`config.mk`:
```
export PLATFORM = sky130hd
export DESIGN_NAME = etss_ctrl
export DESIGN_NICKNAME = d
export VERILOG_FILES = /design/src/design/etss_pkg.sv /design/src/design/etss_ctrl.sv
export SDC_FILE = /design/constraint.sdc
export NUM_CORES = 1
export LEC_CHECK = 0
export ABC_AREA = 0
export BUFFER_PORTS_ARGS = -buffer_cell sky130_fd_sc_hd__buf_2
export CAP_MARGIN = 0
export CORE_MARGIN = 5
export CORE_UTILIZATION = 39
export DETAILED_ROUTE_END_ITERATION = 8
export PLACE_DENSITY_LB_ADDON = 0.05
export SLEW_MARGIN = 20
export SYNTH_ARGS = -nofsm -noshare
export SYNTH_HDL_FRONTEND = slang
export SYNTH_SLANG_ARGS = --single-unit
```
`constraint.sdc`:
```
create_clock -name clk -period 7.7 [get_ports clk]
set_clock_uncertainty 0.05 [all_clocks]
set_input_delay 0.77 -clock clk [delete_from_list [all_inputs] [get_ports clk]]
set_output_delay 0.77 -clock clk [all_outputs]
set_load 0.01 [all_outputs]
```
`src/design/etss_pkg.sv`:
```
// Shared constants, types and state encoding for the eligibility trace sparse set.
package etss_pkg;

  localparam int FEATURES   = 4096;
  localparam int LIST_DEPTH = 1024;
  localparam int FEAT_W     = $clog2(FEATURES);
  localparam int LOC_W      = $clog2(LIST_DEPTH);
  localparam int CNT_W      = $clog2(LIST_DEPTH + 1);
  localparam int VAL_W      = 16;

  localparam logic [VAL_W-1:0] ONE_Q15         = 16'd32768;
  localparam logic [11:0]      TENTH_Q15       = 12'd3277;
  localparam logic [VAL_W-1:0] MIN_TRACE_RESET = 16'd328;

  localparam logic [1:0] OP_SET    = 2'd0;
  localparam logic [1:0] OP_CLEAR  = 2'd1;
  localparam logic [1:0] OP_DECAY  = 2'd2;
  localparam logic [1:0] OP_UNUSED = 2'd3;

  typedef enum logic [3:0] {
    ST_WIPE,
    ST_IDLE,
    ST_FETCH,
    ST_DECIDE,
    ST_RECHECK,
    ST_RAISE,
    ST_W_LIST,
    ST_W_TRACE,
    ST_W_EVAL,
    ST_W_MUL,
    ST_RM_A,
    ST_RM_B,
    ST_DONE
  } state_t;

  typedef struct packed {
    logic              we;
    logic [FEAT_W-1:0] waddr;
    logic [VAL_W-1:0]  wdata;
    logic              re;
    logic [FEAT_W-1:0] raddr;
  } trace_port_t;

  typedef struct packed {
    logic              we;
    logic [LOC_W-1:0]  waddr;
    logic [FEAT_W-1:0] wdata;
    logic              re;
    logic [LOC_W-1:0]  raddr;
  } list_port_t;

  typedef struct packed {
    logic              we;
    logic [FEAT_W-1:0] waddr;
    logic [LOC_W-1:0]  wdata;
    logic              re;
    logic [FEAT_W-1:0] raddr;
  } pos_port_t;

endpackage

```
`src/design/etss_ctrl.sv`:
```
// Sequencer that reads, modifies and writes back the trace, list and position memories.
module etss_ctrl (
  input  logic                        clk,
  input  logic                        rst,
  input  logic                        in_valid,
  output logic                        in_ready,
  input  logic [1:0]                  operation,
  input  logic [etss_pkg::FEAT_W-1:0] feature,
  input  logic [etss_pkg::VAL_W-1:0]  amount,
  output logic                        out_valid,
  input  logic                        out_ready,
  output logic [etss_pkg::CNT_W-1:0]  live_count,
  output logic [etss_pkg::VAL_W-1:0]  threshold,
  output logic                        threshold_raised,
  output etss_pkg::trace_port_t       trace_port,
  input  logic [etss_pkg::VAL_W-1:0]  trace_rdata,
  output etss_pkg::list_port_t        list_port,
  input  logic [etss_pkg::FEAT_W-1:0] list_rdata,
  output etss_pkg::pos_port_t         pos_port,
  input  logic [etss_pkg::LOC_W-1:0]  pos_rdata
);
  import etss_pkg::*;

  state_t            state, state_next;
  logic [1:0]        op_r;
  logic [FEAT_W-1:0] f_r;
  logic [VAL_W-1:0]  amt_r;
  logic [VAL_W-1:0]  min_r;
  logic [CNT_W-1:0]  total;
  logic [LOC_W-1:0]  loc;
  logic [FEAT_W-1:0] wf;
  logic [LOC_W-1:0]  rm_loc;
  logic [FEAT_W-1:0] rm_feat;
  logic              walking;
  logic              walk_decay;
  logic [31:0]       prod;
  logic              raised_r;
  logic [FEAT_W-1:0] wipe_cnt;

  logic              accept;
  logic              tv_nz, amt_lt, pos_in, full, min_sat, walk_last;
  logic              clear_branch, tv_lt, nv_lt;
  logic [VAL_W-1:0]  nv;
  logic [VAL_W-1:0]  amt_clamp;
  logic [27:0]       raise_prod;
  logic [VAL_W:0]    raise_sum;
  logic [VAL_W-1:0]  raise_next;
  logic [LOC_W-1:0]  last_loc;
  logic              step_go;
  state_t            step_state;

  assign accept       = in_valid && in_ready;
  assign in_ready     = (state == ST_IDLE);
  assign amt_clamp    = (amount > ONE_Q15) ? ONE_Q15 : amount;
  assign tv_nz        = (trace_rdata != '0);
  assign amt_lt       = (amt_r < min_r);
  assign pos_in       = (CNT_W'(pos_rdata) < total);
  assign full         = (total >= CNT_W'(LIST_DEPTH));
  assign min_sat      = (min_r == ONE_Q15);
  assign walk_last    = (loc == '0);
  assign clear_branch = ((op_r == OP_SET) && amt_lt) || (op_r == OP_CLEAR);
  assign tv_lt        = (trace_rdata < min_r);
  assign nv           = prod[30:15];
  assign nv_lt        = (nv < min_r);
  assign last_loc     = LOC_W'(total - CNT_W'(1));
  assign raise_prod   = 28'(min_r) * 28'(TENTH_Q15);
  assign raise_sum    = {1'b0, min_r} + (VAL_W+1)'(raise_prod[27:15]);
  assign raise_next   = (raise_sum > {1'b0, ONE_Q15}) ? ONE_Q15 : raise_sum[VAL_W-1:0];
  assign step_state   = walk_last ? (walk_decay ? ST_DONE : ST_RECHECK) : ST_W_LIST;

  // Next state.
  always_comb begin
    state_next = state;
    step_go    = 1'b0;
    case (state)
      ST_WIPE:    if (wipe_cnt == '1) state_next = ST_IDLE;
      ST_IDLE:    if (accept) state_next = ST_FETCH;
      ST_FETCH:   state_next = ST_DECIDE;
      ST_DECIDE: begin
        if (clear_branch) begin
          state_next = (tv_nz && pos_in) ? ST_RM_A : ST_DONE;
        end else if (op_r == OP_SET) begin
          state_next = tv_nz ? ST_DONE : ST_RECHECK;
        end else if (op_r == OP_DECAY) begin
          state_next = (total == '0) ? ST_DONE : ST_W_LIST;
        end else begin
          state_next = ST_DONE;
        end
      end
      ST_RECHECK: state_next = (full && !min_sat) ? ST_RAISE : ST_DONE;
      ST_RAISE:   state_next = ST_W_LIST;
      ST_W_LIST:  state_next = ST_W_TRACE;
      ST_W_TRACE: state_next = ST_W_EVAL;
      ST_W_EVAL: begin
        if (walk_decay) begin
          state_next = ST_W_MUL;
        end else if (tv_lt) begin
          state_next = ST_RM_A;
        end else begin
          state_next = step_state;
          step_go    = 1'b1;
        end
      end
      ST_W_MUL: begin
        if (nv_lt) begin
          state_next = ST_RM_A;
        end else begin
          state_next = step_state;
          step_go    = 1'b1;
        end
      end
      ST_RM_A:    state_next = ST_RM_B;
      ST_RM_B: begin
        if (walking) begin
          state_next = step_state;
          step_go    = 1'b1;
        end else begin
          state_next = ST_DONE;
        end
      end
      ST_DONE:    if (!out_valid || out_ready) state_next = ST_IDLE;
      default:    state_next = ST_WIPE;
    endcase
  end

  // Memory port controls.
  always_comb begin
    trace_port = '0;
    list_port  = '0;
    pos_port   = '0;
    case (state)
      ST_WIPE: begin
        trace_port.we    = 1'b1;
        trace_port.waddr = wipe_cnt;
      end
      ST_FETCH: begin
        trace_port.re    = 1'b1;
        trace_port.raddr = f_r;
        pos_port.re      = 1'b1;
        pos_port.raddr   = f_r;
      end
      ST_DECIDE: begin
        trace_port.waddr = f_r;
        if (clear_branch) begin
          trace_port.we = tv_nz && !pos_in;
        end else if (op_r == OP_SET) begin
          trace_port.we    = tv_nz;
          trace_port.wdata = amt_r;
        end
      end
      ST_RECHECK: begin
        if (!full && !amt_lt) begin
          trace_port.we    = 1'b1;
          trace_port.waddr = f_r;
          trace_port.wdata = amt_r;
          list_port.we     = 1'b1;
          list_port.waddr  = LOC_W'(total);
          list_port.wdata  = f_r;
          pos_port.we      = 1'b1;
          pos_port.waddr   = f_r;
          pos_port.wdata   = LOC_W'(total);
        end
      end
      ST_W_LIST: begin
        list_port.re    = 1'b1;
        list_port.raddr = loc;
      end
      ST_W_TRACE: begin
        trace_port.re    = 1'b1;
        trace_port.raddr = list_rdata;
      end
      ST_W_MUL: begin
        trace_port.we    = !nv_lt;
        trace_port.waddr = wf;
        trace_port.wdata = nv;
      end
      ST_RM_A: begin
        trace_port.we    = 1'b1;
        trace_port.waddr = rm_feat;
        list_port.re     = 1'b1;
        list_port.raddr  = last_loc;
      end
      ST_RM_B: begin
        list_port.we    = 1'b1;
        list_port.waddr = rm_loc;
        list_port.wdata = list_rdata;
        pos_port.we     = 1'b1;
        pos_port.waddr  = list_rdata;
        pos_port.wdata  = rm_loc;
      end
      default: begin
      end
    endcase
  end

  always_ff @(posedge clk) begin
    if (rst) begin
      state     <= ST_WIPE;
      wipe_cnt  <= '0;
      total     <= '0;
      min_r     <= MIN_TRACE_RESET;
      out_valid <= 1'b0;
      raised_r  <= 1'b0;
    end else begin
      state <= state_next;
      if (state == ST_WIPE) begin
        wipe_cnt <= wipe_cnt + FEAT_W'(1);
      end
      if (accept) begin
        op_r     <= operation;
        f_r      <= feature;
        amt_r    <= amt_clamp;
        raised_r <= 1'b0;
      end
      if (out_valid && out_ready && (state != ST_DONE)) begin
        out_valid <= 1'b0;
      end
      case (state)
        ST_DECIDE: begin
          rm_loc     <= pos_rdata;
          rm_feat    <= f_r;
          walking    <= 1'b0;
          walk_decay <= 1'b1;
          loc        <= last_loc;
        end
        ST_RECHECK: begin
          if (!(full && !min_sat) && !full && !amt_lt) begin
            total <= total + CNT_W'(1);
          end
        end
        ST_RAISE: begin
          min_r      <= raise_next;
          raised_r   <= 1'b1;
          loc        <= last_loc;
          walking    <= 1'b1;
          walk_decay <= 1'b0;
        end
        ST_W_TRACE: begin
          wf <= list_rdata;
        end
        ST_W_EVAL: begin
          prod    <= 32'(trace_rdata) * 32'(amt_r);
          rm_loc  <= loc;
          rm_feat <= wf;
          walking <= 1'b1;
        end
        ST_W_MUL: begin
          rm_loc  <= loc;
          rm_feat <= wf;
        end
        ST_RM_A: begin
          total <= total - CNT_W'(1);
        end
        ST_DONE: begin
          if (!out_valid || out_ready) begin
            out_valid        <= 1'b1;
            live_count       <= total;
            threshold        <= min_r;
            threshold_raised <= raised_r;
          end
        end
        default: begin
        end
      endcase
      if (step_go) begin
        loc <= loc - LOC_W'(1);
      end
    end
  end

endmodule

```
* After elaboration in Yosys (flattened, before gate mapping)
Index checks and enable logic that the tools add are counted.
** Storage, ports and cells
- Flip-flop bits (word level) :: 180
- Bits in latches :: 0
- RAM bits :: 0
- Bits in read-only memories :: 0
- Bits of input ports :: 72
- Output and inout bits :: 142
- Memories :: 0
** Cells by class
- $add $sub $neg :: 5
- Multipliers :: 2
- Div/mod/pow operators :: 0
- Order comparisons :: 7
- Equality and inequality tests :: 21
- Shift-type cells :: 0
- Muxes and demuxes :: 50
- Bitwise logic cells :: 1
- Reduce and logical (&&, ||, !) cells :: 43
** Operators with widths (count)
- case mux 23 bit (2 select lines) :: 2
- case mux 13 bit (5 select lines) :: 1
- 2-to-1 mux 4 bit :: 15
- case mux 4 bit (13 select lines) :: 1
- less-than comparator 16 bit :: 3
- 2-to-1 mux 16 bit :: 3
- case mux 16 bit (3 select lines) :: 1
- 2-to-1 mux 23 bit :: 2
- case mux 11 bit (2 select lines) :: 2
- multiplier 16 x 16 -> 31 bit :: 1
- 2-to-1 mux 29 bit :: 1
- multiplier 16 x 12 -> 28 bit, second input constant :: 1
- case mux 13 bit (2 select lines) :: 1
- case mux 12 bit (2 select lines) :: 1
- == test 4 bit, second input constant :: 5
- 2-to-1 mux 10 bit :: 2
- case mux 10 bit (2 select lines) :: 1
- adder 16 x 13 -> 17 bit :: 1
- > comparator 17 x 16 -> 1 bit, second input constant :: 1
- == test 16 bit, second input constant :: 1
- == test 4 x 3 -> 1 bit, second input constant :: 4
- > comparator 16 bit, second input constant :: 1
- AND reduction 2 bit :: 8
- nonzero test 16 bit :: 1
- other kinds (31) :: 69

* Logic depth before layout (Yosys ltp)
Gate-level depths: netlist (run 1).
- Depth in word-level cells :: 8
- Gate-level depth with buffers :: 29

* Worst setup path after synthesis (run 1)
Ideal clock, no wire load.
- Path kind :: register to register
- From :: register min_r[7]
- To :: register min_r[12]
- Setup time :: 71 ps
- Data arrival time :: 6970 ps
- Required time :: 7579 ps
- Path slack :: 609 ps
- Cell stages (with the launch flop) :: 29
- Path buffers :: 1
- Cells stage by stage :: dfxtp_1 > inv_1 > ha_1 > inv_1 > fa_1 > inv_1 > fa_1 > fa_1 > inv_1 > fa_1 > inv_1 > ha_1 > and3_1 > and3_1 > o21ai_0 > nand3_1 > nand3b_1 > or3b_2 > nand2_1 > xnor2_1 > ha_1 > buf_2 > o21a_1 > a211o_1 > o211ai_2 > o21ai_2 > a2111oi_4 > or4b_1 > a21oi_1
** Between the ends
- Cells in the longest elaborated chain, start to end :: 4
** RTL lines
- from (decl) :: RTL line etss_ctrl.sv:28 : logic [VAL_W-1:0] min_r;
- from (signal assigned) :: RTL line etss_ctrl.sv:232 : min_r <= raise_next;
- multiplier 16 x 12 -> 28 bit :: RTL line etss_ctrl.sv:66 : assign raise_prod = 28'(min_r) * 28'(TENTH_Q15);
- adder 16 x 13 -> 17 bit (*) :: RTL line etss_ctrl.sv:67 : assign raise_sum = {1'b0, min_r} + (VAL_W+1)'(raise_prod[27:15]);
- > comparator 17 x 16 -> 1 bit :: RTL line etss_ctrl.sv:68 : assign raise_next = (raise_sum > {1'b0, ONE_Q15}) ? ONE_Q15 : raise_sum[VAL_W-1:0];
- 2-to-1 mux 16 bit (*) :: RTL line etss_ctrl.sv:68
Mark *: on every way between the ends. The rest lies on a longest branch, timed or not.
A chain may end at the register's enable or synchronous reset.

* Worst setup path after layout (run 1)
- From :: register min_r[10]
- To :: register min_r[4]
The elaborated chain is that of the path after synthesis.

==> impl.org, run 1 <==
** Status
- Result of the run :: completed

** Synthesis
- Gate Count Post-Synth :: 2280
- Post-synth EDFFs :: 120
- Sequential cells were found to cover a little over a fifth of the synthesized design area.
- The number of nets in the synthesized netlist is approximately 2900.
- Number of storage elements in the synthesis netlist :: roughly 170
- Each instance of the synthesized netlist takes up on average 9.38 um^2.
- After synthesis, the netlist uses 79 different library cells.
- Summing every instance area after synthesis gives 21400 um^2.
- Share of synthesized registers carrying an async set or reset :: 0%
- During synthesis, Yosys emitted a total of 0 warnings.
- The most used flip-flop cell after synthesis is sky130_fd_sc_hd__edfxtp_1.

** Global routing
- Vias in the first global route :: 17912
- For this run, the total global-route usage over all layers was measured as between 20% and 30%.
- Global routing finished with a remaining overflow of 0.
- The initial antenna violation count was 6.
- The first global-routing pass estimated between 100 and 150 mm of wire.
- Entering global routing, the biggest net connects 58 pins.

** Timing
- Crit path time final :: ~7.3 ns
- Final worst setup slack :: 0.397 ns
- Slew Limit Fails :: 0
- Number of setup violations in the final report :: 0
- Timing would allow up to 137 MHz.
- Worst-case headroom to the max-slew limit :: 27.4%
- The final number of hold-violating endpoints was 0.
- After layout, the worst path uses 94.8% of the clock period.
- Least-Margin Pin Slew :: 1.09 ns

** Route
- Count of antenna-violating nets left after detailed routing :: 0
- Before antenna repair, the detailed router went through 7 iterations.
- Sum of routed wire length over all layers :: 66.6 mm
- Initial DRC count :: 872
- Dividing the detail-routed wire length by the instance count gives about 21 um.
- Number of vias in the routed layout :: 16827
- Using the TritonRoute via totals, the vias-per-cell ratio works out to between 5 and 6.
- DR DRC count :: 0

** Worst setup path
- Of all nets on the critical path, the largest fanout is 8.
- Slowest cell on crit path :: sky130_fd_sc_hd__fa_1
- Cell family with most CP delay :: adder cells
- The critical path crosses 29 cells after its start point.
- Data required time of the worst path :: 8.03 ns
- Register-to-register path setup slack :: 0.40 ns
- Following the worst setup path forward leads to its endpoint at min_r[4]$_SDFFE_PP0P_.
- Most prevalent standard cell on the critical path :: sky130_fd_sc_hd__inv_1
- The most critical setup path has its startpoint at min_r[10]$_SDFFE_PP0P_.
- Endpoint of the worst register-to-register path :: min_r[4]$_SDFFE_PP0P_
- In this run the critical register-to-register path is launched from min_r[10]$_SDFFE_PP0P_.
- In this design, the stage delay of the slowest critical-path cell is approximately 0.54 ns.
- Critical path class :: flip-flop to flip-flop
- STA classifies the critical path startpoint as a flip-flop.
- The number of cells on the worst reg-to-reg path is 29.
- At the worst endpoint, the arrival time is 7.63 ns.
- Kind of capture point of the worst setup path :: flip-flop
- The number of buffers and inverters on the critical path is 6.

** Pwr
- The analysis attributes to cell leakage a power of 11.7 nW.
- The design draws about 0.0043 W.
- Portion of total power attributed to the clock network :: 21.1%
- Part of the power in registers :: between 20 and 25%
- Dividing total power by cell area gives a power density of 181 nW/um^2.
- Net switching is about 42% of the power.
- For this design the total switching power over the nets is 0.00180 W.
- Peak supply drop :: 0.000267 V
- Internal Power :: 0.00253 W
- In this run, the combinational gates consume 54.7% of the power.

** Clocking
- Longest Clk Path Bufs :: 2
- The H-tree was split into 4 levels.
- CTS tree :: done
- Clock buffer count from CTS :: 17
- After clock tree synthesis, the clock-pin slew on the worst setup and hold paths is about 0.080 ns.
- CTS placed an instance of sky130_fd_sc_hd__clkbuf_16 at the clock tree root.
- Number of sinks on the clock net :: 165
- Clk_lat worst skew :: 0.49 ns
- Hold-fix buffers at CTS :: 0

** Floorplanning
- In this run the standard cell core region covers about 54000 um^2.
- Die Outline Area :: 59600 um^2
- The die is 244 um wide.
- Once the floorplan was initialized, standard cells occupied 39.6% of the core.
- Placement row count :: 85
- From bottom edge to top edge, the die measures 244 um.
- Pin placement for this block handled roughly 210 I/O pins.

** Place
- HPWL Detailed :: 53.1 mm
- Number of input and output port buffers inserted :: 213
- Routability cong. :: roughly 0.86
- At the placement stage, the worst setup path has a slack of 0.141 ns.

** Final layout
- From synthesis to final layout, the design area changed by 12.2%.
- Cells with a size suffix above 1 make up 14.6% of the layout.
- At the end of the flow, the number of nets in the layout was 3054.

** Flow run
- Max-capacitance violation count :: 0

** Hold path
- HP Class :: flip-flop to flip-flop
==> worst min-delay path by stage <==
stage | from | to | slack, ns | cells past startpoint
global placement | raised_r$_SDFFE_PP0P_ | threshold_raised$_DFFE_PP_ | 0.37 | 0
global route | feature[4] | f_r[4]$_DFFE_PP_ | 0.37 | 1
detailed placement | raised_r$_SDFFE_PP0P_ | threshold_raised$_DFFE_PP_ | 0.38 | 0
CTS | feature[8] | f_r[8]$_DFFE_PP_ | 0.37 | 1
floorplan | total[2]$_SDFFE_PP0P_ | live_count[2]$_DFFE_PP_ | 0.36 | 0
finish | raised_r$_SDFFE_PP0P_ | threshold_raised$_DFFE_PP_ | 0.40 | 0
==> area by class of cell <==
| cell class | count | area, um^2 |
|---|---|---|
| diodes | 4 | 10.0 |
| clock buffers | 18 | 429 |
| clock inverters | 14 | 164 |
| fillers | 5345 | 30000 |
| inverters | 394 | 1480 |
| multi-input cells | 1602 | 15000 |
| flip-flops and latches | 165 | 4510 |
| well taps | 696 | 871 |
| repair buffers | 276 | 1540 |
==> sequential cells by signal (all words and copies together), names as in the netlist <==
signal / cells
wipe_cnt: 12
rm_feat: 12
raised_r: 1
live_count: 11
wf: 12
threshold_raised: 1
state: 4
f_r: 12
prod: 16
threshold: 16
rm_loc: 10
amt_r: 16
min_r: 16
out_valid: 1
op_r: 2
walking: 1
walk_decay: 1
loc: 10
total: 11
==> synthesized netlist by cell type (all sizes together), types with 10 or more instances <==
library cell	number	area [um^2]
edfxtp	120	3600
nand3	31	155
fa	250	5000
clkbuf	89	334
mux2	16	180
nor3	29	145
buf	30	204
o21ai	71	359
a22o	40	350
xor2	19	166
nand2	245	920
ha	276	3450
a222oi	12	120
a21oi	71	355
nand4	25	156
dfxtp	45	901
nor2	101	379
nor2b	22	138
nand2b	10	62.6
xnor2	46	403
and2	95	594
nor4	26	175
mux2i	15	150
or3	10	62.6
inv	392	1470
a21o	46	345
==> power groups by stage <==
stage                     Clock [W]  Combinational, W  Sequential [W]
after global routing       0.000981           0.00272         0.00105
after floorplan                   0           0.00176         0.00107
after CTS                  0.000944           0.00237         0.00105
after global placement            0           0.00234         0.00107
final                      0.000915           0.00237         0.00105
after detailed placement          0           0.00235         0.00107
==> per-layer routing <==
metal / wire (um) / global-route usage, % / vias up
met2: 32100 / 38.3 / 341
met1: 30800 / 31.1 / 8487
li1: - / - / 7941
met3: 2640 / 3.36 / 58
met4: 1040 / 4.80 / 0
met5: 0 / 0 / -
==> cells in the final DEF (no fill, tap or decap), types with 7 or more instances in the layout <==
cell / Yosys / routed
sky130_fd_sc_hd__xnor2_1: 46 / 46
sky130_fd_sc_hd__a222oi_1: 12 / 12
sky130_fd_sc_hd__nand2b_1: 10 / 10
sky130_fd_sc_hd__o21a_1: 7 / 7
sky130_fd_sc_hd__a21o_1: 46 / 46
sky130_fd_sc_hd__or3_1: 10 / 10
sky130_fd_sc_hd__a22o_1: 40 / 40
sky130_fd_sc_hd__a211o_1: 7 / 7
sky130_fd_sc_hd__buf_4: 23 / 62
sky130_fd_sc_hd__and3_1: 9 / 9
sky130_fd_sc_hd__o22ai_1: 9 / 9
sky130_fd_sc_hd__nand3_1: 31 / 31
sky130_fd_sc_hd__a21oi_1: 71 / 69
sky130_fd_sc_hd__nor4_1: 24 / 24
sky130_fd_sc_hd__clkbuf_16: 0 / 17
sky130_fd_sc_hd__nand2_1: 245 / 245
sky130_fd_sc_hd__edfxtp_1: 120 / 120
sky130_fd_sc_hd__inv_1: 391 / 391
sky130_fd_sc_hd__nand4_1: 25 / 25
sky130_fd_sc_hd__nor2b_1: 22 / 22
sky130_fd_sc_hd__o31a_1: 9 / 9
sky130_fd_sc_hd__nor3_1: 29 / 27
sky130_fd_sc_hd__mux2i_1: 15 / 15
sky130_fd_sc_hd__fa_1: 250 / 250
sky130_fd_sc_hd__xor2_1: 19 / 19
sky130_fd_sc_hd__nor2_1: 101 / 94
sky130_fd_sc_hd__buf_2: 4 / 213
sky130_fd_sc_hd__dfxtp_1: 45 / 43
sky130_fd_sc_hd__mux2_2: 16 / 16
sky130_fd_sc_hd__and2_1: 95 / 94
sky130_fd_sc_hd__o21ai_0: 67 / 66
sky130_fd_sc_hd__a31oi_1: 8 / 8
sky130_fd_sc_hd__ha_1: 276 / 275
sky130_fd_sc_hd__a211oi_1: 8 / 8
==> cell families after synthesis <==
family | Yosys count | share of synthesized area (%)
adders and majority gates | 526 | 39.5
and+or+nand+nor | 621 | 13.9
AOI/OAI and AO/OA | 359 | 11.8
xor gates and xnor gates | 65 | 2.66
buffers and inverters | 513 | 9.43
DFF | 165 | 21.1
muxes | 31 | 1.54
==> worst register-to-register path: cells and delay by family (launching register included) <==
kind | cells | cell delay [ns]
adder cells (fa/ha/maj) | 7 | 3.12
AO/OA/AOI/OAI | 11 | 2.05
XOR/XNOR | 1 | 0.16
AND/OR/NAND/NOR | 4 | 0.84
flip-flops | 1 | 0.45
buffers and inverters | 6 | 0.54
==> through the flow <==
stage / hold WS, ns / TNS, ns / cells / utilization [%] / cell area (um^2)
6_report: 0.397 / 0 / 3169 / 44.4 / 24000
3_5_place_dp: 0.383 / 0 / 3133 / 43.1 / 23300
5_1_grt: 0.367 / -0.0152 / 3166 / 44.4 / 24000
2_1_floorplan: 0.356 / 0 / 2280 / - / 21400
3_3_place_gp: 0.371 / 0 / 3132 / 43.1 / 23300
4_1_cts: 0.368 / 0 / 3165 / 44.2 / 23900
==> what timing repair did <==
action / 4_1_cts / 5_1_grt
gates resized for setup: 0 / 16
buffers inserted: 0 / 0
endpoints found under the setup margin: 0 / 10
Note: power is estimated with default switching activity, not from simulation.
==> run 2: changes to the inputs <==
--- a/config.mk
+++ b/config.mk
@@ -11,7 +11,7 @@
 export CORE_MARGIN = 5
 export CORE_UTILIZATION = 39
 export DETAILED_ROUTE_END_ITERATION = 8
-export PLACE_DENSITY_LB_ADDON = 0.05
+export PLACE_DENSITY = 0.59
 export SLEW_MARGIN = 20
 export SYNTH_ARGS = -nofsm -noshare
 export SYNTH_HDL_FRONTEND = slang
==> run 2 against run 1 <==
  * Sequential cell count unchanged
  * Fmax decreased by 1.4%
  * Largest power group unchanged
  * Highest routed layer is now met5
  * Largest cell class unchanged
  * Clock-buffer cell count increased by 1
  * Hold slack improved by 0.00087 ns
  * Core utilization decreased by 0.093 points
  * Setup slack got worse by 0.10 ns
  * Power increased by 0.95%
==> impl.org, run 2 (synthesis results as in run 1) <==
** Worst setup path
- The worst setup path is launched from a flip-flop.
- The worst register-to-register path ends at min_r[0]$_SDFFE_PP0P_.
- The critical path ends at min_r[0]$_SDFFE_PP0P_.
- Along the worst path, the maximum fanout reaches 9.
- Max incr delay on CP :: 0.55 ns
- The cell that appears most often on the critical path is sky130_fd_sc_hd__inv_1.
- In this run the critical register-to-register path is launched from min_r[7]$_SDFFE_PP0P_.
- In this run the register-to-register setup slack is 0.30 ns.
- Launch point of the worst path :: min_r[7]$_SDFFE_PP0P_
- Slowest cell on crit path :: sky130_fd_sc_hd__fa_1
- Kind of capture point of the worst setup path :: flip-flop
- The critical path in this run is classified as flip-flop to flip-flop.
- Depth of the worst register-to-register path :: 28
- Data arrival time of the worst path :: 7.77 ns
- Data required time of the worst path :: about 8.1 ns

** Route
- DR DRC count :: 0
- For this run, the detailed router's first-pass iteration total came to 6.
- Via density per instance :: roughly 5.5
- The detail route stage leaves a number of antenna-violating nets equal to 0.
- Initial DRC count :: between 1000 and 1500
- In the final routed layout, each cell accounts on average for between 20 and 25 um.
- Number of vias in the routed layout :: 17252
- For this block, the routed nets add up to 64.1 mm of wire.

** Floorplanning
- The die is ~240 um wide.
- In this run the vertical extent of the chip is 244 um.
- For this configuration, the core starts out at a cell density of 39.6%.
- Die Outline Area :: 59600 um^2
- 214 I/O pins were placed.
- Placeable core region :: 54000 um^2
- Placement row count :: 85

** Pwr
- Summed over all cells, the static leakage comes to 11.6 nW.
- Power Density :: 183 nW/um^2
- Across the VDD grid, the largest voltage drop is between 0.0002 and 0.00025 V.
- Overall power consumption after layout is estimated at 0.00437 W.

** Status
- Result of the run :: completed

** Flow run
- Max-cap violations in this run came to 0.

** Final layout
- Most common cell after layout, fill and taps aside :: sky130_fd_sc_hd__inv_1
- For this run, the number of standard cells in the final layout without fillers is about 3200.
- Most used cells in the layout excluding fill and tap cells :: 391 x sky130_fd_sc_hd__inv_1, 275 x sky130_fd_sc_hd__ha_1, 250 x sky130_fd_sc_hd__fa_1
- Of the cells placed in the final design, the portion with a size suffix greater than 1 is 14.2%.
- Syn-to-layout area delta :: 11.9%
- Number of nets in the layout :: between 3000 and 4000

** Hold path
- HP Class :: input pin to flip-flop

** Place
- Including well taps, the total number of placed cells is 3119.
- Number of input and output port buffers inserted :: 213
- The congestion estimate from routability-driven global placement came to 0.946.
- Summed over all nets, the half-perimeter wirelength after detailed placement is 50.3 mm.

** Timing
- Worst hold-check slack :: 0.398 ns
- Setup violations remaining at the end of the flow were counted as 0.
- Least-Margin Pin Slew :: between 1 and 1.5 ns
- Worst-case headroom to the max-slew limit :: between 20% and 30%
- The final number of max-transition violations came to 0.
- The final number of hold-violating endpoints is 0.
- Period utilisation layout :: a little over nine tenths
- Derived from the worst setup path, the maximum achievable clock frequency is 135 MHz.
- Subtracting the final worst setup slack from the clock period gives 7.40 ns.

** Clocking
- Clk_lat worst skew :: just under 0.5 ns
- TritonCTS built the clock tree.
- The H-tree generated during clock tree synthesis spans 4 levels.
- Longest Clk Path Bufs :: 2
- In this run, post-CTS hold repair placed 0 buffers.
- Number of sinks on the clock net :: 165
- The number of clock buffers added by TritonCTS is 17.
- After clock tree synthesis, the clock-pin slew on the worst setup and hold paths is 0.08 ns.
- Master cell of the clock root buffer :: sky130_fd_sc_hd__clkbuf_16

** Global routing
- The via count of the first global-routing pass is 17983.
- The first global-routing pass estimated about 100 mm of wire.
- Number of antenna violations at the first check in global routing :: 5
- Largest net degree at the start of global routing :: slightly below 60
- Across every metal layer, demand over resource in global routing totals 21.7%.
- Summed over all layers, the global routing overflow is 0.
run 2: changes by cell type in the layout (fill, tap and decap cells not counted), moves of 2 or more:
cell	previous run	this run
sky130_fd_sc_hd__buf_4	62	50
sky130_fd_sc_hd__clkbuf_8	0	2
sky130_fd_sc_hd__clkinv_4	1	3
sky130_fd_sc_hd__inv_6	5	3
sky130_fd_sc_hd__nor2_2	5	3
sky130_fd_sc_hd__o21ai_1	3	5
run 2: worst min path at each step:
stage,slack [ns],to,from,cells after the start
after floorplan,0.36,live_count[2]$_DFFE_PP_,total[2]$_SDFFE_PP0P_,0
after global placement,0.39,threshold_raised$_DFFE_PP_,raised_r$_SDFFE_PP0P_,0
after detailed placement,0.39,threshold_raised$_DFFE_PP_,raised_r$_SDFFE_PP0P_,0
after CTS,0.37,f_r[10]$_DFFE_PP_,feature[10],1
after global routing,0.38,f_r[4]$_DFFE_PP_,feature[4],1
final,0.40,f_r[10]$_DFFE_PP_,feature[10],1
run 2: metal layers:
| metal | vias to the layer above | global-route usage [%] | wire [um] |
|---|---|---|---|
| li1 | 7928 | - | - |
| met1 | 8635 | 30.1 | 28300 |
| met2 | 586 | 35.1 | 30000 |
| met3 | 101 | 3.95 | 4210 |
| met4 | 2 | 6.46 | 1620 |
| met5 | - | 0 | 16 |
run 2: report_power, final:
part,switching (W),leakage [nW],internal [W]
Sequential,0.00000578,1.45,0.00104
Clock,0.000427,0.301,0.000505
Combinational,0.00139,9.86,0.000998
run 2: critical path, delay by kind of cell, from the launching register on:
| kind | cells | cell delay, ns |
|---|---|---|
| fa+ha+maj | 7 | 3.06 |
| simple gates | 7 | 1.59 |
| compound gates | 6 | 1.42 |
| buf+inv | 6 | 0.54 |
| flops | 1 | 0.37 |
| mux | 1 | 0.19 |
| xor+xnor | 1 | 0.12 |
run 2: stage by stage:
stage | utilization, % | setup slack (ns) | TNS, ns | instance area [um^2]
2_1_floorplan | - | 0.609 | 0 | 21400
3_3_place_gp | 42.9 | 0.313 | 0 | 23200
3_5_place_dp | 43.0 | 0.167 | 0 | 23200
4_1_cts | 44.1 | 0.0901 | 0 | 23800
5_1_grt | 44.3 | -0.0317 | -0.0494 | 23900
6_report | 44.3 | 0.296 | 0 | 23900
run 2: area by class of cell:
type                       instances  area, um^2
tap                              696         871
timing repair buffer             265        1470
antenna                            5        12.5
clock buffer                      19         453
clock inverter                    13         164
inverter                         394        1480
multi-input combinational       1602       15000
sequential                       165        4510
fill                            5210       30100
run 2: repair_timing:
| action | CTS | global route |
|---|---|---|
| setup buffers | 0 | 2 |
| endpoints found under the setup margin | 0 | 15 |
| resized for setup | 0 | 17 |
